===== config.mk =====
export PLATFORM = sky130hd
export DESIGN_NAME = paper_tape_reader_interface_flat
export DESIGN_NICKNAME = d
export VERILOG_FILES = /design/src/hw/rtl/ptr_pkg.sv /design/src/hw/rtl/ptr_if.sv /design/src/hw/rtl/ptr_cfg.sv /design/src/hw/rtl/ptr_core.sv /design/src/hw/rtl/paper_tape_reader_interface.sv /design/src/flat_wrapper.sv
export SDC_FILE = /design/constraint.sdc
export NUM_CORES = 1
export LEC_CHECK = 0
export BUFFER_PORTS_ARGS = -buffer_cell sky130_fd_sc_hd__buf_4
export CAP_MARGIN = 20
export CORE_MARGIN = 1.5
export CORE_UTILIZATION = 30
export CTS_BUF_LIST = sky130_fd_sc_hd__clkbuf_8
export CTS_CLUSTER_SIZE = 8
export DETAILED_ROUTE_END_ITERATION = 16
export PLACE_DENSITY = 0.45
export SLEW_MARGIN = 20
export SYNTH_ARGS = -nofsm -noshare
export SYNTH_HDL_FRONTEND = slang
export SYNTH_SLANG_ARGS = --single-unit

===== constraint.sdc =====
create_clock -name clk -period 8.3 [get_ports clk]
set_input_delay 0.415 -clock clk [delete_from_list [all_inputs] [get_ports clk]]
set_output_delay 0.415 -clock clk [all_outputs]
set_load 0.05 [all_outputs]

===== src/hw/rtl/ptr_pkg.sv =====
// ptr_pkg: shared types, opcodes and constants of the paper tape reader interface
// no dependencies; used by ptr_cfg, ptr_core and paper_tape_reader_interface
`default_nettype none

package ptr_pkg;

    // bus opcodes
    localparam logic [2:0] OP_INPUT      = 3'd0;
    localparam logic [2:0] OP_START      = 3'd1;
    localparam logic [2:0] OP_STOP       = 3'd2;
    localparam logic [2:0] OP_SKIP_READY = 3'd3;
    localparam logic [2:0] OP_SKIP_NOIRQ = 3'd4;
    localparam logic [2:0] OP_SET_MASK   = 3'd5;
    localparam logic [2:0] OP_CHAR_TIME  = 3'd6;
    localparam logic [2:0] OP_CLEAR      = 3'd7;

    // configuration register indexes
    localparam logic REG_ASCII_MODE     = 1'b0;
    localparam logic REG_END_POLL_LIMIT = 1'b1;

    localparam int          CFG_DATA_W         = 16;
    localparam logic [15:0] END_POLL_LIMIT_RST = 16'd1000;
    localparam logic [15:0] END_POLLS_MAX      = 16'hffff;

    localparam int       MAX_PENDING_DEF = 3;
    localparam int       MASK_BIT_POS    = 7;
    localparam logic [7:0] CODE_CR       = 8'o215;
    localparam logic [7:0] CODE_LF       = 8'o212;
    localparam logic [7:0] CODE_NL       = 8'h0a;
    localparam logic [7:0] HIGH_BIT      = 8'h80;

    typedef struct packed {
        logic        ascii_mode;
        logic [15:0] end_poll_limit;
    } cfg_t;

    typedef struct packed {
        logic [2:0]  opcode;
        logic [15:0] mask_word;
        logic [7:0]  tape_byte;
        logic        tape_end;
    } item_t;

    typedef struct packed {
        logic [7:0] read_data;
        logic       condition;
        logic       schedule_char;
        logic       tape_taken;
        logic       new_tape_request;
        logic       overrun;
        logic       irq;
    } rsp_t;

endpackage

`default_nettype wire


===== src/hw/rtl/ptr_if.sv =====
// ptr_req_if and ptr_rsp_if: valid/ready channels of the paper tape reader interface
// no dependencies
`default_nettype none

interface ptr_req_if;
    logic        valid;
    logic        ready;
    logic [2:0]  opcode;
    logic [15:0] mask_word;
    logic [7:0]  tape_byte;
    logic        tape_end;

    modport source (output valid, output opcode, output mask_word, output tape_byte,
                    output tape_end, input ready);
    modport sink (input valid, input opcode, input mask_word, input tape_byte,
                  input tape_end, output ready);
endinterface

interface ptr_rsp_if;
    logic       valid;
    logic       ready;
    logic [7:0] read_data;
    logic       condition;
    logic       schedule_char;
    logic       tape_taken;
    logic       new_tape_request;
    logic       overrun;
    logic       irq;

    modport source (output valid, output read_data, output condition,
                    output schedule_char, output tape_taken, output new_tape_request,
                    output overrun, output irq, input ready);
    modport sink (input valid, input read_data, input condition, input schedule_char,
                  input tape_taken, input new_tape_request, input overrun, input irq,
                  output ready);
endinterface

`default_nettype wire


===== src/hw/rtl/ptr_cfg.sv =====
// ptr_cfg: configuration registers written through the plain write port
// depends on ptr_pkg
`default_nettype none

module ptr_cfg (
    input  wire logic                         clk,
    input  wire logic                         rst_n,
    input  wire logic                         wr_en,
    input  wire logic                         wr_index,
    input  wire logic [ptr_pkg::CFG_DATA_W-1:0] wr_data,
    output ptr_pkg::cfg_t                     cfg
);

    logic        ascii_mode_reg;
    logic [15:0] end_poll_limit_reg;

    always_ff @(posedge clk or negedge rst_n)
    begin
        if (!rst_n)
        begin
            ascii_mode_reg     <= 1'b0;
            end_poll_limit_reg <= ptr_pkg::END_POLL_LIMIT_RST;
        end
        else if (wr_en)
        begin
            unique case (wr_index)
                ptr_pkg::REG_ASCII_MODE:     ascii_mode_reg     <= wr_data[0];
                ptr_pkg::REG_END_POLL_LIMIT: end_poll_limit_reg <= wr_data[15:0];
                default:                     ;
            endcase
        end
    end

    assign cfg.ascii_mode     = ascii_mode_reg;
    assign cfg.end_poll_limit = end_poll_limit_reg;

endmodule

`default_nettype wire


===== src/hw/rtl/ptr_core.sv =====
// ptr_core: reader state and the combinational update for one request
// depends on ptr_pkg
`default_nettype none

module ptr_core #(
    parameter int MAX_PENDING = ptr_pkg::MAX_PENDING_DEF
) (
    input  wire logic           clk,
    input  wire logic           rst_n,
    input  wire logic           fire,
    input  wire ptr_pkg::item_t item,
    input  wire ptr_pkg::cfg_t  cfg,
    output ptr_pkg::rsp_t       rsp_next
);

    localparam int PW = $clog2(MAX_PENDING + 1);
    localparam logic [PW-1:0] PEND_MAX = PW'(MAX_PENDING);

    logic          char_ready_reg,      char_ready_next;
    logic [7:0]    char_buffer_reg,     char_buffer_next;
    logic          irq_enable_reg,      irq_enable_next;
    logic          tape_loaded_reg,     tape_loaded_next;
    logic          motor_on_reg,        motor_on_next;
    logic          skip_next_event_reg, skip_next_event_next;
    logic [PW-1:0] pending_events_reg,  pending_events_next;
    logic          at_end_reg,          at_end_next;
    logic [15:0]   end_polls_reg,       end_polls_next;
    logic          line_feed_due_reg,   line_feed_due_next;

    logic [15:0]   polls_inc;
    logic [PW-1:0] pend_inc;
    logic [PW-1:0] pend_dec;
    logic [PW-1:0] pend_dec_inc;
    logic [7:0]    char_in;
    logic          got_char;

    // saturating counters
    assign polls_inc    = (end_polls_reg == ptr_pkg::END_POLLS_MAX) ? end_polls_reg
                                                                    : end_polls_reg + 16'd1;
    assign pend_inc     = (pending_events_reg < PEND_MAX) ? pending_events_reg + PW'(1)
                                                          : pending_events_reg;
    assign pend_dec     = (pending_events_reg != '0) ? pending_events_reg - PW'(1) : '0;
    assign pend_dec_inc = (pend_dec < PEND_MAX) ? pend_dec + PW'(1) : pend_dec;

    always_comb
    begin
        char_ready_next      = char_ready_reg;
        char_buffer_next     = char_buffer_reg;
        irq_enable_next      = irq_enable_reg;
        tape_loaded_next     = tape_loaded_reg;
        motor_on_next        = motor_on_reg;
        skip_next_event_next = skip_next_event_reg;
        pending_events_next  = pending_events_reg;
        at_end_next          = at_end_reg;
        end_polls_next       = end_polls_reg;
        line_feed_due_next   = line_feed_due_reg;

        rsp_next.read_data        = 8'd0;
        rsp_next.condition        = 1'b0;
        rsp_next.schedule_char    = 1'b0;
        rsp_next.tape_taken       = 1'b0;
        rsp_next.new_tape_request = 1'b0;
        rsp_next.overrun          = 1'b0;
        char_in                   = 8'd0;
        got_char                  = 1'b1;

        unique case (item.opcode)
            ptr_pkg::OP_INPUT:
            begin
                rsp_next.condition = char_ready_reg;
                if (char_ready_reg)
                begin
                    rsp_next.read_data = char_buffer_reg;
                    char_ready_next    = 1'b0;
                end
                else if (at_end_reg)
                begin
                    end_polls_next = polls_inc;
                    // poll limit passed: reload the tape and run the motor
                    if (polls_inc > cfg.end_poll_limit)
                    begin
                        rsp_next.new_tape_request = 1'b1;
                        tape_loaded_next          = 1'b1;
                        at_end_next               = 1'b0;
                        end_polls_next            = 16'd0;
                        rsp_next.schedule_char    = 1'b1;
                        pending_events_next       = pend_inc;
                        motor_on_next             = 1'b1;
                    end
                end
            end
            ptr_pkg::OP_START:
            begin
                rsp_next.condition = 1'b1;
                // a tape that ran off its end counts as unloaded
                if (!tape_loaded_reg || at_end_reg)
                begin
                    rsp_next.new_tape_request = 1'b1;
                    tape_loaded_next          = 1'b1;
                    at_end_next               = 1'b0;
                    end_polls_next            = 16'd0;
                end
                if (!motor_on_reg)
                begin
                    rsp_next.schedule_char = 1'b1;
                    pending_events_next    = pend_inc;
                    motor_on_next          = 1'b1;
                end
            end
            ptr_pkg::OP_STOP:
            begin
                rsp_next.condition = 1'b1;
                motor_on_next      = 1'b0;
                if (pending_events_reg != '0)
                    skip_next_event_next = 1'b1;
            end
            ptr_pkg::OP_SKIP_READY:
                rsp_next.condition = char_ready_reg;
            ptr_pkg::OP_SKIP_NOIRQ:
                rsp_next.condition = !(char_ready_reg && irq_enable_reg);
            ptr_pkg::OP_SET_MASK:
            begin
                rsp_next.condition = 1'b1;
                irq_enable_next    = item.mask_word[ptr_pkg::MASK_BIT_POS];
            end
            ptr_pkg::OP_CHAR_TIME:
            begin
                pending_events_next  = pend_dec;
                skip_next_event_next = 1'b0;
                if (!skip_next_event_reg)
                begin
                    rsp_next.overrun = char_ready_reg;
                    if (line_feed_due_reg)
                    begin
                        char_in            = ptr_pkg::CODE_LF;
                        line_feed_due_next = 1'b0;
                    end
                    else if (!tape_loaded_reg || item.tape_end)
                    begin
                        got_char = 1'b0;
                    end
                    else
                    begin
                        rsp_next.tape_taken = 1'b1;
                        char_in             = item.tape_byte;
                        if (cfg.ascii_mode)
                        begin
                            if (item.tape_byte == ptr_pkg::CODE_NL)
                            begin
                                char_in            = ptr_pkg::CODE_CR;
                                line_feed_due_next = 1'b1;
                            end
                            else if (item.tape_byte != 8'd0)
                            begin
                                char_in = item.tape_byte | ptr_pkg::HIGH_BIT;
                            end
                        end
                    end
                    if (got_char)
                    begin
                        char_buffer_next       = char_in;
                        char_ready_next        = 1'b1;
                        rsp_next.schedule_char = 1'b1;
                        pending_events_next    = pend_dec_inc;
                    end
                    else
                    begin
                        at_end_next    = 1'b1;
                        end_polls_next = 16'd0;
                    end
                end
            end
            ptr_pkg::OP_CLEAR:
            begin
                char_ready_next      = 1'b0;
                char_buffer_next     = 8'd0;
                irq_enable_next      = 1'b0;
                tape_loaded_next     = 1'b0;
                motor_on_next        = 1'b0;
                skip_next_event_next = 1'b0;
                pending_events_next  = '0;
                at_end_next          = 1'b0;
                end_polls_next       = 16'd0;
                line_feed_due_next   = 1'b0;
            end
            default: ;
        endcase

        rsp_next.irq = char_ready_next && irq_enable_next;
    end

    always_ff @(posedge clk or negedge rst_n)
    begin
        if (!rst_n)
        begin
            char_ready_reg      <= 1'b0;
            char_buffer_reg     <= 8'd0;
            irq_enable_reg      <= 1'b0;
            tape_loaded_reg     <= 1'b0;
            motor_on_reg        <= 1'b0;
            skip_next_event_reg <= 1'b0;
            pending_events_reg  <= '0;
            at_end_reg          <= 1'b0;
            end_polls_reg       <= 16'd0;
            line_feed_due_reg   <= 1'b0;
        end
        else if (fire)
        begin
            char_ready_reg      <= char_ready_next;
            char_buffer_reg     <= char_buffer_next;
            irq_enable_reg      <= irq_enable_next;
            tape_loaded_reg     <= tape_loaded_next;
            motor_on_reg        <= motor_on_next;
            skip_next_event_reg <= skip_next_event_next;
            pending_events_reg  <= pending_events_next;
            at_end_reg          <= at_end_next;
            end_polls_reg       <= end_polls_next;
            line_feed_due_reg   <= line_feed_due_next;
        end
    end

endmodule

`default_nettype wire


===== src/hw/rtl/paper_tape_reader_interface.sv =====
// paper_tape_reader_interface: top level with request register, core and result register
// depends on ptr_pkg, ptr_if (ptr_req_if, ptr_rsp_if), ptr_cfg and ptr_core
`default_nettype none

// Bus interface of a paper tape reader. Every request (input, start, stop, the two
// skips, set mask, character time, master clear) gives exactly one result. A request
// is captured in an input register, processed against the reader state, and its
// result lands in an output register; a request moves from the input register into
// the output register only while the output register is free, and one request is
// accepted every cycle as long as the result side keeps taking results. The rate is
// set by the state update in ptr_core: each request reads and writes the state in
// the cycle it is processed, so the next request always sees it. The configuration
// registers (ascii_mode at index 0, end_poll_limit at index 1) are written through
// wr_en/wr_index/wr_data and should only change while no request is in flight.
// Master clear resets the reader state but keeps the configuration.
module paper_tape_reader_interface #(
    parameter int MAX_PENDING = ptr_pkg::MAX_PENDING_DEF
) (
    input  wire logic                           clk,
    input  wire logic                           rst_n,
    ptr_req_if.sink                             req,
    ptr_rsp_if.source                           rsp,
    input  wire logic                           wr_en,
    input  wire logic                           wr_index,
    input  wire logic [ptr_pkg::CFG_DATA_W-1:0] wr_data
);

    ptr_pkg::cfg_t  cfg;
    ptr_pkg::item_t item_reg;
    ptr_pkg::rsp_t  rsp_reg;
    ptr_pkg::rsp_t  rsp_next;

    logic item_valid_reg;
    logic rsp_valid_reg;
    logic out_free;
    logic fire;

    // result register can take a new result this cycle
    assign out_free = !rsp_valid_reg || rsp.ready;
    // request in the input register is processed
    assign fire     = item_valid_reg && out_free;
    // input register frees up whenever its request moves on
    assign req.ready = !item_valid_reg || out_free;

    // configuration registers
    ptr_cfg u_cfg (
        .clk      (clk),
        .rst_n    (rst_n),
        .wr_en    (wr_en),
        .wr_index (wr_index),
        .wr_data  (wr_data),
        .cfg      (cfg)
    );

    // input register
    always_ff @(posedge clk or negedge rst_n)
    begin
        if (!rst_n)
            item_valid_reg <= 1'b0;
        else if (req.ready)
            item_valid_reg <= req.valid;
    end

    always_ff @(posedge clk)
    begin
        if (req.valid && req.ready)
        begin
            item_reg.opcode    <= req.opcode;
            item_reg.mask_word <= req.mask_word;
            item_reg.tape_byte <= req.tape_byte;
            item_reg.tape_end  <= req.tape_end;
        end
    end

    // reader state and per-request decode
    ptr_core #(
        .MAX_PENDING (MAX_PENDING)
    ) u_core (
        .clk      (clk),
        .rst_n    (rst_n),
        .fire     (fire),
        .item     (item_reg),
        .cfg      (cfg),
        .rsp_next (rsp_next)
    );

    // result register
    always_ff @(posedge clk or negedge rst_n)
    begin
        if (!rst_n)
            rsp_valid_reg <= 1'b0;
        else if (out_free)
            rsp_valid_reg <= fire;
    end

    always_ff @(posedge clk)
    begin
        if (fire)
            rsp_reg <= rsp_next;
    end

    assign rsp.valid            = rsp_valid_reg;
    assign rsp.read_data        = rsp_reg.read_data;
    assign rsp.condition        = rsp_reg.condition;
    assign rsp.schedule_char    = rsp_reg.schedule_char;
    assign rsp.tape_taken       = rsp_reg.tape_taken;
    assign rsp.new_tape_request = rsp_reg.new_tape_request;
    assign rsp.overrun          = rsp_reg.overrun;
    assign rsp.irq              = rsp_reg.irq;

`ifndef ASSERT_OFF
    // a held request is never overwritten by a new one
    a_hold_input: assert property (@(posedge clk) disable iff (!rst_n)
        item_valid_reg && !fire |-> !req.ready)
        else $error("input register overwritten while held");

    // a consumed tape byte always yields a character and schedules the next one
    a_taken_sched: assert property (@(posedge clk) disable iff (!rst_n)
        rsp.valid && rsp.tape_taken |-> rsp.schedule_char)
        else $error("tape byte taken without scheduling");

    // data is only delivered by an input that found ready
    a_data_cond: assert property (@(posedge clk) disable iff (!rst_n)
        rsp.valid && (rsp.read_data != 8'd0) |-> rsp.condition)
        else $error("read data without ready condition");

    // overrun only comes from a character time, whose condition is low
    a_overrun_cond: assert property (@(posedge clk) disable iff (!rst_n)
        rsp.valid && rsp.overrun |-> !rsp.condition && !rsp.new_tape_request)
        else $error("overrun on a request other than character time");
`endif

endmodule

`default_nettype wire


===== src/flat_wrapper.sv =====
// flat-port wrapper written by rule: the top's interface ports become plain ports
module paper_tape_reader_interface_flat 
#(
    parameter int MAX_PENDING = ptr_pkg::MAX_PENDING_DEF
)
  (clk, rst_n, wr_en, wr_index, wr_data, req_valid, req_opcode, req_mask_word, req_tape_byte, req_tape_end, req_ready, rsp_valid, rsp_read_data, rsp_condition, rsp_schedule_char, rsp_tape_taken, rsp_new_tape_request, rsp_overrun, rsp_irq, rsp_ready);
  ptr_req_if req_i ();
  ptr_rsp_if rsp_i ();
  input  wire logic clk;
  input  wire logic rst_n;
  input  wire logic wr_en;
  input  wire logic wr_index;
  input  wire logic [ptr_pkg::CFG_DATA_W-1:0] wr_data;
  input wire logic [$bits(req_i.valid)-1:0] req_valid;
  input wire logic [$bits(req_i.opcode)-1:0] req_opcode;
  input wire logic [$bits(req_i.mask_word)-1:0] req_mask_word;
  input wire logic [$bits(req_i.tape_byte)-1:0] req_tape_byte;
  input wire logic [$bits(req_i.tape_end)-1:0] req_tape_end;
  output wire logic [$bits(req_i.ready)-1:0] req_ready;
  output wire logic [$bits(rsp_i.valid)-1:0] rsp_valid;
  output wire logic [$bits(rsp_i.read_data)-1:0] rsp_read_data;
  output wire logic [$bits(rsp_i.condition)-1:0] rsp_condition;
  output wire logic [$bits(rsp_i.schedule_char)-1:0] rsp_schedule_char;
  output wire logic [$bits(rsp_i.tape_taken)-1:0] rsp_tape_taken;
  output wire logic [$bits(rsp_i.new_tape_request)-1:0] rsp_new_tape_request;
  output wire logic [$bits(rsp_i.overrun)-1:0] rsp_overrun;
  output wire logic [$bits(rsp_i.irq)-1:0] rsp_irq;
  input wire logic [$bits(rsp_i.ready)-1:0] rsp_ready;
  assign req_i.valid = req_valid;
  assign req_i.opcode = req_opcode;
  assign req_i.mask_word = req_mask_word;
  assign req_i.tape_byte = req_tape_byte;
  assign req_i.tape_end = req_tape_end;
  assign req_ready = req_i.ready;
  assign rsp_valid = rsp_i.valid;
  assign rsp_read_data = rsp_i.read_data;
  assign rsp_condition = rsp_i.condition;
  assign rsp_schedule_char = rsp_i.schedule_char;
  assign rsp_tape_taken = rsp_i.tape_taken;
  assign rsp_new_tape_request = rsp_i.new_tape_request;
  assign rsp_overrun = rsp_i.overrun;
  assign rsp_irq = rsp_i.irq;
  assign rsp_i.ready = rsp_ready;
  paper_tape_reader_interface #(.MAX_PENDING(MAX_PENDING)) u_core (.clk(clk), .rst_n(rst_n), .req(req_i), .rsp(rsp_i), .wr_en(wr_en), .wr_index(wr_index), .wr_data(wr_data));
endmodule

==> impl_metrics.yaml, run 1 <==
status:
  outcome: "complete, no violations"
timing:
  post-route-period-util_pct: 48.8
  setup_viol: 0
  worstMarginPinSlew_ns: 0.943
  fmax_mhz: 247
  relSlewSlack_pct: 36.7
  post-route-min-period_ns: 4.05
  fin_ws_ns: 4.25
  fin_setup_tns_ns: 0
  fin_hold_ws_ns: 0.0948
  grt_setup_unrepaired: "no"
  drv_slew: 0
  clock_skew_ns: 0.00905
  hold_viol_final: 0
place:
  place.gp.congestion: 0.773
  post-place-ws_ns: 4.23
  dp_hpwl_um: 7390
  portBuffers: 50
die:
  die_w_um: 126
  start_util_pct: 30.9
  core_area_mm2: 0.0146
  ios: 66
  die_area_mm2: 0.0158
  die_h_um: 126
  rows: 44
clock_network:
  cts_buffers: 9
  post_cts.resized_instances: 0
  cts.sinks: 79
  h-tree-depth: 3
  cts_tree: "yes"
  clk_pin_slew_ns: 0.08
  cts-root-buf: "clkbuf_8"
  ctsHoldBuffers: 0
  postCtsSetupRepairBufs: 0
  clock_latency_ns: 0.37
  clk_path_buf_depth: 2
route:
  detail-route-antenna-nets: 0
  wl_per_cell_um: 15.0
  first_pass_iters: 6
  drtIter0Drc: 239
  remaining_drc_errors: 0
  routed_wl_um: 10400
  vias_per_cell: 5.09
  vias: 3512
global_route:
  grt_antenna_before_repair: 0
  grt_max_degree: 53
  grt_pass1_wl_um: 17400
  grt.overflow.total: 0
  grt_usage_pct: 14.0
  grt_pass1_vias: 3477
cells_and_area:
  ff_latch_area_mm2: 0.00212
  utilization_pct: 35.7
  fillers: 1524
  final_layout_size_suffix_gt1_share_pct: 21.9
  antenna_cells: 0
  nNetsFinal: 573
  multi_input_area_mm2: 0.00220
  area_growth_pct: 15.7
synthesis:
  synth-main-ff-cell: "dfrtp_1"
  seq_area_frac_synth_pct: 46.9
  synthArstFlopShare_pct: 65.8
  ys_types: 66
  ys_ff_latch: 79
  syn_nets: 530
  syn_area_per_cell_um2: 9.87
  syn_area_mm2: 0.00452
  postSynthCellCount: 458
  yosys_warnings: 0
  synth_edf_count: 27
critical_path:
  rrSetupSlack_ns: 4.25
  rr_worst_depth: 12
  cp-end-kind: "register"
  r2r_end: "u_core.u_core.end_polls_reg[14]$_DFFE_PN0P_"
  cp.arrival_ns: 4.25
  required_ns: 8.50
  worstPathMaxFanout: 15
  path_class: "reg -> reg"
  cp-start-kind: "register"
  reg2reg_from: "u_core.u_core.end_polls_reg[0]$_DFFE_PN0P_"
flow_run:
  cap_violations: 0
power:
  power_leakage_nw: 2.19
  finalPower_mw: 1.05
  power_density_mw_per_mm2: 200
  irDropWorstVdd_mv: 0.102
worst_hold_path:
  hold_class: "in -> async"
[logic make-up (layout without fill, tap and decap cells)]
logic type,Yosys count,count (layout),share of synthesized area (%)
flops,79,79,46.9
mux,20,20,4.95
buf+inv,51,99,4.48
fa+ha+maj,22,22,6.09
compound gates,110,110,16.5
xor+xnor,9,9,1.74
simple gates,167,167,19.4
[where the power goes]
group	internal (mW)	switching, mW
clock	0.110	0.153
combinational	0.112	0.156
sequential	0.456	0.0591
total	0.678	0.368
[metal layers]
layer  GRT usage, %  up-vias  routed length [µm]
li1               -     1757                   -
met1           16.0     1677                4560
met2           25.3       63                5320
met3           3.48       15                 352
met4           5.14        0                 144
met5              0        -                   0
[how the worst max path moves through the flow]
stage,start,to,slack (ns),cells past startpoint
6_report,u_core.u_core.end_polls_reg[0]$_DFFE_PN0P_,u_core.u_core.end_polls_reg[14]$_DFFE_PN0P_,4.25,12
5_1_grt,u_core.u_core.end_polls_reg[0]$_DFFE_PN0P_,u_core.u_core.end_polls_reg[8]$_DFFE_PN0P_,3.90,12
2_1_floorplan,u_core.u_core.end_polls_reg[1]$_DFFE_PN0P_,u_core.u_core.end_polls_reg[13]$_DFFE_PN0P_,5.22,13
3_3_place_gp,u_core.u_core.end_polls_reg[0]$_DFFE_PN0P_,u_core.u_core.end_polls_reg[8]$_DFFE_PN0P_,4.25,12
3_5_place_dp,u_core.u_core.end_polls_reg[0]$_DFFE_PN0P_,u_core.u_core.end_polls_reg[14]$_DFFE_PN0P_,4.23,12
4_1_cts,u_core.u_core.end_polls_reg[0]$_DFFE_PN0P_,u_core.u_core.end_polls_reg[14]$_DFFE_PN0P_,4.18,12
[per-stage QoR]
| stage | area, µm² | std cells |
|---|---|---|
| 2_1_floorplan | 4520 | 458 |
| 4_1_cts | 5230 | 690 |
| 6_report | 5230 | 690 |
| 5_1_grt | 5230 | 690 |
| 3_5_place_dp | 5060 | 674 |
| 3_3_place_gp | 5060 | 674 |
[cell usage after synthesis, types with 3 or more instances]
master	number	share of area (%)
or2_2	3	0.42
xnor2_1	6	1.2
xor2_1	3	0.58
a31oi_1	5	0.69
dfstp_2	6	3.5
nand4_1	9	1.2
and2_1	6	0.83
buf_2	5	0.55
clkbuf_2	4	0.44
a21oi_1	24	2.7
and3_1	11	1.5
mux2_2	19	4.7
o31ai_1	9	1.5
o21a_1	5	0.83
nor2b_1	4	0.55
edfxtp_1	27	18
a211oi_1	4	0.66
clkbuf_1	12	1.0
nand3_1	12	1.3
dfrtp_1	46	25
nor3_1	13	1.4
nor2_1	28	2.3
nand2_1	55	4.6
ha_1	22	6.1
inv_1	29	2.4
o21ai_0	22	2.4
o211ai_1	6	1.0
nand2b_1	6	0.83
o21ai_1	6	0.66
o221ai_1	5	0.97
[area by class of cell]
| cell class | instances | share of cell area (%) |
|---|---|---|
| Timing Repair Buffer | 53 | 7.60 |
| Sequential cell | 79 | 40.5 |
| Multi-Input combinational cell | 328 | 42.0 |
| Tap cell | 184 | 4.40 |
| Clock buffer | 9 | 2.37 |
| Clock inverter | 7 | 0.933 |
| Inverter | 30 | 2.15 |
[cell usage in the layout, fill, tap and decap left out, types with 3 or more instances in the layout]
cell / count
buf_4: 53
and2_1: 6
dfrtp_1: 46
o211ai_1: 6
mux2_2: 19
nand2b_1: 6
nor3_1: 13
o221ai_1: 5
ha_1: 22
edfxtp_1: 27
inv_1: 30
o21a_1: 5
nand4_1: 9
xor2_1: 3
clkbuf_8: 9
and3_1: 11
nor2_1: 28
o21ai_1: 6
dfstp_2: 6
a211oi_1: 4
o31ai_1: 9
a21oi_1: 24
a31oi_1: 5
nand3_1: 12
xnor2_1: 6
nor2b_1: 4
or2_2: 3
nand2_1: 55
o21ai_0: 22
[critical path: stages (launching register included)]
cell	delay [ns]
dfrtp_1	0.52
ha_1	0.28
nand3_1	0.25
or3_4	0.45
o211ai_2	0.22
xnor2_1	0.13
ha_1	0.32
nand4_1	0.18
nor3_1	0.24
a221oi_2	0.09
buf_4	0.21
o21ai_1	0.75
o21ai_0	0.23
(Power assumes the default switching activity.)
==> run 2: changes to the inputs <==
ABC_AREA = 1   (was unset)
PLACE_DENSITY = 0.47   (was 0.45)
clock period = 3.3 ns   (was 8.3 ns; I/O delays follow)
==> run 2 against run 1 <==
Global-route usage fell by 0.17 points. Design area barely moved. Die area fell by 4.7%. Critical path type unchanged. Largest cell class is now sequential cells.
==> impl_metrics.yaml, run 2 <==
synthesis:
  netlist_top_cells_count: "nand2_1 (111), inv_1 (84), nor2_1 (62), dfrtp_1 (46), a21oi_1 (36)"
  ys_types: 41
  synth_edf_count: 27
  synthArstFlopShare_pct: 65.8
  yosys.cell_count.top_type: "nand2_1"
  syn_nets: 582
  yosys_warnings: 0
  synthTopCellsByArea: "dfrtp_1 (27%), edfxtp_1 (19%), nand2_1 (9.7%)"
  syn_area_per_cell_um2: 8.44
  ys_ff_latch: 79
  seq_area_frac_synth_pct: 49.2
  yosysTopAreaCell: "dfrtp_1"
  syn_area_mm2: 0.00431
  postSynthCellCount: 510
  synth-main-ff-cell: "dfrtp_1"
  synth.top_cell.area_share_pct: 26.7
route:
  wl_per_cell_um: 12.4
  remaining_drc_errors: 0
  detail-route-antenna-nets: 0
  drtIter0Drc: 179
  first_pass_iters: 4
  vias_per_cell: 4.44
  routed_wl_um: 9520
  vias: 3415
critical_path:
  cp_slowest_cell: "dfrtp_1"
  reg2reg_from: "u_core.u_core.end_polls_reg[0]$_DFFE_PN0P_"
  cp.arrival_ns: 3.26
  worstPathMaxFanout: 7
  rrSetupSlack_ns: 0.31
  cp_common_cell: "nand2_1"
  crit_end: "u_core.u_core.pending_events_reg[1]$_DFFE_PN0P_"
  cp-end-kind: "register"
  r2r_end: "u_core.u_core.pending_events_reg[1]$_DFFE_PN0P_"
  critical_path.cell_chain: "ha_1 > nand3_1 > nor2_2 > nand2_1 > inv_1 > or2_2 > a21oi_1 > inv_1 > ha_1 > nand4_1 > nor3_1 > nand2_1 > nand2_1 > nand2_2 > nand2_1 > nand2_1 > nand2_1 > nand2_1"
  slowest_delay_ns: 0.42
  startpoint: "u_core.u_core.end_polls_reg[0]$_DFFE_PN0P_"
  path_class: "reg -> reg"
  required_ns: 3.56
  rr_worst_depth: 18
  cp-start-kind: "register"
clock_network:
  cts-root-buf: "clkbuf_8"
  clk_pin_slew_ns: 0.08
  clock_latency_ns: 0.37
  h-tree-depth: 3
  clk_path_buf_depth: 2
  cts.sinks: 79
  cts_tree: "yes"
  cts_buffers: 9
  postCtsSetupRepairBufs: 0
timing:
  drv_slew: 0
  clock_skew_ns: 0.0106
  post-route-period-util_pct: 90.7
  hold_viol_final: 0
  setup_viol: 0
  grt_setup_unrepaired: "no"
  worstMarginPinSlew_ns: 0.921
  relSlewSlack_pct: 38.4
  fin_hold_ws_ns: 0.0334
  post-route-min-period_ns: 2.99
  fmax_mhz: 334
  fin_setup_tns_ns: 0
global_route:
  grt_pass1_vias: 3196
  grt_max_degree: 53
  grt_pass1_wl_um: 15900
  grt_antenna_before_repair: 0
  grt_usage_pct: 13.8
  grt.overflow.total: 0
cells_and_area:
  fin_cells: 769
  nNetsFinal: 656
  antenna_cells: 0
  final_cell_mix: "nand2_1 (111), inv_1 (86), nor2_1 (61)"
  stdcell_area_mm2: 0.00523
  area_growth_pct: 21.4
  final_layout_size_suffix_gt1_share_pct: 17.8
  layout_commonest_cell: "nand2_1"
place:
  dp_hpwl_um: 6960
  place.gp.congestion: 0.801
  portBuffers: 50
  placed_area_mm2: 0.00489
  place_inst: 737
power:
  power_density_mw_per_mm2: 506
  power_leakage_nw: 2.59
  irDropWorstVdd_mv: 0.163
  finalPower_mw: 2.65
die:
  ios: 66
  die_h_um: 123
  core_area_mm2: 0.0139
  rows: 43
  die_area_mm2: 0.0151
  die_w_um: 123
  start_util_pct: 30.9
status:
  outcome: "complete, no violations"
flow_run:
  cap_violations: 0
worst_hold_path:
  hold_class: "in -> reg"
[run 2: changes by cell type in the layout (fill, tap and decap cells not counted), moves of 8 or more]
| cell | previous run | this run |
|---|---|---|
| a21oi_1 | 24 | 36 |
| and3_1 | 11 | 0 |
| dlygate4sd3_1 | 0 | 16 |
| inv_1 | 30 | 86 |
| mux2_2 | 19 | 0 |
| nand2_1 | 55 | 111 |
| nand3_1 | 12 | 24 |
| nor2_1 | 28 | 61 |
| o21ai_2 | 1 | 11 |
| o31ai_1 | 9 | 1 |
[run 2: cells by family (layout without fill, tap and decap cells)]
group,count (synthesis),count (layout),synth area share [%]
AO/OA/AOI/OAI,81,81,11.6
XOR/XNOR,8,8,1.63
adder cells (fa/ha/maj),22,22,6.39
buffers and inverters,94,173,8.57
flip-flops,79,79,49.2
AND/OR/NAND/NOR,226,226,22.6
[run 2: cell type report]
class                   count  area (µm²)
multi-input cells         337        1820
clock inverters             7        43.8
fillers                  1442        8710
repair buffers             70         566
flip-flops and latches     79        2120
clock buffers               9         124
inverters                  87         327
well taps                 180         225
[run 2: report_power, final]
part	leakage, nW	internal, mW	total (mW)	switching [mW]
Combinational	1.60	0.263	0.713	0.450
Clock	0.0838	0.267	0.640	0.373
Sequential	0.908	1.19	1.29	0.108
Total	2.59	1.72	2.65	0.931
[run 2: how the worst min path moves through the flow]
stage	cells past startpoint	slack, ns	start	endpoint
2_1_floorplan	0	-0.13	rst_n	u_core.item_valid_reg$_DFFE_PN0N_
3_3_place_gp	1	0.27	rst_n	u_core.u_core.end_polls_reg[14]$_DFFE_PN0P_
3_5_place_dp	1	0.27	rst_n	u_core.u_core.end_polls_reg[15]$_DFFE_PN0P_
4_1_cts	3	0.004	wr_data[5]	u_core.u_cfg.end_poll_limit_reg[5]$_DFFE_PN1P_
5_1_grt	3	0.02	wr_data[5]	u_core.u_cfg.end_poll_limit_reg[5]$_DFFE_PN1P_
6_report	3	0.03	wr_data[5]	u_core.u_cfg.end_poll_limit_reg[5]$_DFFE_PN1P_
[run 2: what timing repair did]
item | in CTS | in global routing
gates resized for setup | 0 | 2
hold buffers | 16 | 0
setup endpoints to repair | 0 | 7
endpoints found under the hold margin | 61 | 0
[run 2: worst max-delay path: cells and delay by family (launching register included)]
family	cells	cell delay, ns
and+or+nand+nor	13	1.59
DFF	1	0.42
adders and majority gates	2	0.53
buffers and inverters	2	0.14
AOI/OAI and AO/OA	1	0.22
[run 2: metal layers]
| layer | part of all wire [%] | track usage, % |
|---|---|---|
| met1 | 52 | 19.7 |
| met2 | 42 | 20.1 |
| met3 | 4.0 | 3.30 |
| met4 | 1.7 | 5.52 |
| met5 | 0 | 0 |
[run 2: stage by stage]
step,util [%],setup slack (ns)
finish,37.5,0.308
global route,37.5,0.00232
CTS,37.5,0.210
detailed placement,35.1,0.231
global placement,35.1,0.226
floorplan,-,0.486
==> run 3: changes to the inputs <==
==> constraint.sdc (replaced) <==
create_clock -name clk -period 3.3 [get_ports clk]
set_input_delay 0.33 -clock clk [delete_from_list [all_inputs] [get_ports clk]]
set_output_delay 0.33 -clock clk [all_outputs]
set_load 0.05 [all_outputs]
==> run 3 against run 2 <==
The flow now finishes with violations (hold timing). Register-to-register slack improved by 0.04 ns. Clock-buffer cell count rose by 1. Worst setup slack gained 0.041 ns. Largest cell class unchanged. Largest power group unchanged.
==> impl_metrics.yaml, run 3 (synthesis results as in run 2) <==
cells_and_area:
  multi_input_area_mm2: 0.00183
  stdcell_area_mm2: 0.00511
  area_growth_pct: 18.8
  layout_commonest_cell: "nand2_1"
  final_cell_mix: "nand2_1 (110), inv_1 (85), nor2_1 (61)"
  antenna_cells: 0
  fin_cells: 753
  ff_latch_area_mm2: 0.00212
  fillers: 1445
  nNetsFinal: 640
  final_layout_size_suffix_gt1_share_pct: 18.8
critical_path:
  required_ns: 3.58
  cp-end-kind: "register"
  cp_num_buf_inv: 3
  cp_common_cell: "nand2_1"
  critical_path.cell_chain: "ha_1 > nand3_1 > inv_1 > nand4_1 > inv_2 > or2_2 > o21ai_0 > inv_1 > ha_1 > nand2_1 > nand2_1 > nand2_1 > nand2_1 > nand2_1 > nand2_1 > nand2_1 > nand2_1 > nand2_2 > nand2_4 > o21ai_0"
  cp_top_family: "simple AND/OR/NAND/NOR gates"
  cp-start-kind: "register"
  cp.arrival_ns: 3.23
  path_class: "reg -> reg"
  cp_slowest_cell: "dfrtp_1"
  slowest_delay_ns: 0.43
  worstPathMaxFanout: 11
power:
  finalPower_mw: 2.75
  power_leakage_nw: 2.55
  irDropWorstVdd_mv: 0.209
  power_density_mw_per_mm2: 538
global_route:
  use_met2_pct: 18.6
  grt.overflow.total: 0
  grt_pass1_vias: 3131
  grt_pass1_wl_um: 15500
  grt_max_degree: 53
  top_usage_layer: "met1"
  use_met3_pct: 2.97
  grtUsageMet1_pct: 20.1
  grt_antenna_before_repair: 0
  grt_usage_pct: 13.5
clock_network:
  clock_latency_ns: 0.38
  post_cts.resized_instances: 0
  cts_buffers: 9
  cts.sinks: 79
  cts_tree: "yes"
  ctsHoldBuffers: 0
  clk_path_buf_depth: 2
  cts-root-buf: "clkbuf_8"
  clk_pin_slew_ns: 0.09
  h-tree-depth: 3
  postCtsSetupRepairBufs: 0
place:
  place.gp.congestion: 0.795
  placed_area_mm2: 0.00489
  portBuffers: 50
  dp_hpwl_um: 6930
  place_inst: 737
timing:
  grt_setup_unrepaired: "no"
  fmax_mhz: 339
  fin_setup_tns_ns: 0
  worstMarginPinSlew_ns: 0.917
  post-route-min-period_ns: 2.95
  clock_skew_ns: 0.0130
  setup_viol: 0
  hold_viol_final: 19
  fin_hold_ws_ns: -0.0129
  post-route-period-util_pct: 89.4
  drv_slew: 0
  relSlewSlack_pct: 38.7
status:
  violations: "hold timing"
  outcome: "finished, violations left"
die:
  core_area_mm2: 0.0139
  ios: 66
  start_util_pct: 30.9
  die_h_um: 123
  rows: 43
  die_w_um: 123
  die_area_mm2: 0.0151
route:
  vias_per_cell: 4.44
  remaining_drc_errors: 0
  drtIter0Drc: 156
  vias: 3345
  detail-route-antenna-nets: 0
  wl_per_cell_um: 12.3
  routed_wl_um: 9260
  first_pass_iters: 4
worst_hold_path:
  hold_class: "in -> async"
flow_run:
  cap_violations: 0
==> run 3: cell types whose count changed in the layout (fill, tap and decap cells not counted), sizes merged <==
cell         before  now
clkinv            3    4
clkbuf            9   10
clkinvlp          3    0
dlygate4sd3      16    0
bufinv            0    1
==> run 3: metal layers <==
layer	share of wire (%)	wire length [µm]	vias up
li1	-	-	1757
met1	52	4840	1505
met2	41	3820	68
met3	4.4	408	15
met4	2.1	193	0
met5	0	0	-
==> run 3: final timing paths <==
path | endpoint | start | slack (ns) | cells after the start
min | u_core.u_core.end_polls_reg[12]$_DFFE_PN0P_ | rst_n | -0.01 | 1
min reg2reg | u_core.u_cfg.end_poll_limit_reg[6]$_DFFE_PN1P_ | u_core.u_cfg.end_poll_limit_reg[6]$_DFFE_PN1P_ | 0.49 | 2
min in group clk | u_core.item_reg[5]$_DFFE_PP_ | req_tape_byte[4] | 0.12 | 1
max in group asynchronous | u_core.u_core.end_polls_reg[1]$_DFFE_PN0P_ | rst_n | 2.86 | 1
max | u_core.u_core.end_polls_reg[0]$_DFFE_PN0P_ | u_core.u_core.end_polls_reg[0]$_DFFE_PN0P_ | 0.35 | 20
max reg2reg | u_core.u_core.end_polls_reg[0]$_DFFE_PN0P_ | u_core.u_core.end_polls_reg[0]$_DFFE_PN0P_ | 0.35 | 20
==> run 3: power by group <==
group | internal (mW) | switching [mW]
Sequential | 1.19 | 0.110
Clock | 0.374 | 0.393
Combinational | 0.250 | 0.441
Total | 1.81 | 0.944
==> run 3: final cells by class <==
class	instances	share of cell area, %
timing repair buffer	54	7.93
clock buffer	10	2.69
clock inverter	6	1.35
sequential	79	41.4
tap	180	4.40
inverter	87	6.38
multi-input combinational	337	35.8
==> run 3: stage by stage <==
step                      utilization [%]  setup WS [ns]  hold slack, ns
after CTS                            36.6          0.164         0.00686
after global placement               35.1          0.215           0.431
after floorplan                         -          0.486          0.0344
final                                36.7          0.349         -0.0129
after detailed placement             35.1          0.173           0.431
after global routing                 36.7         0.0258          0.0473
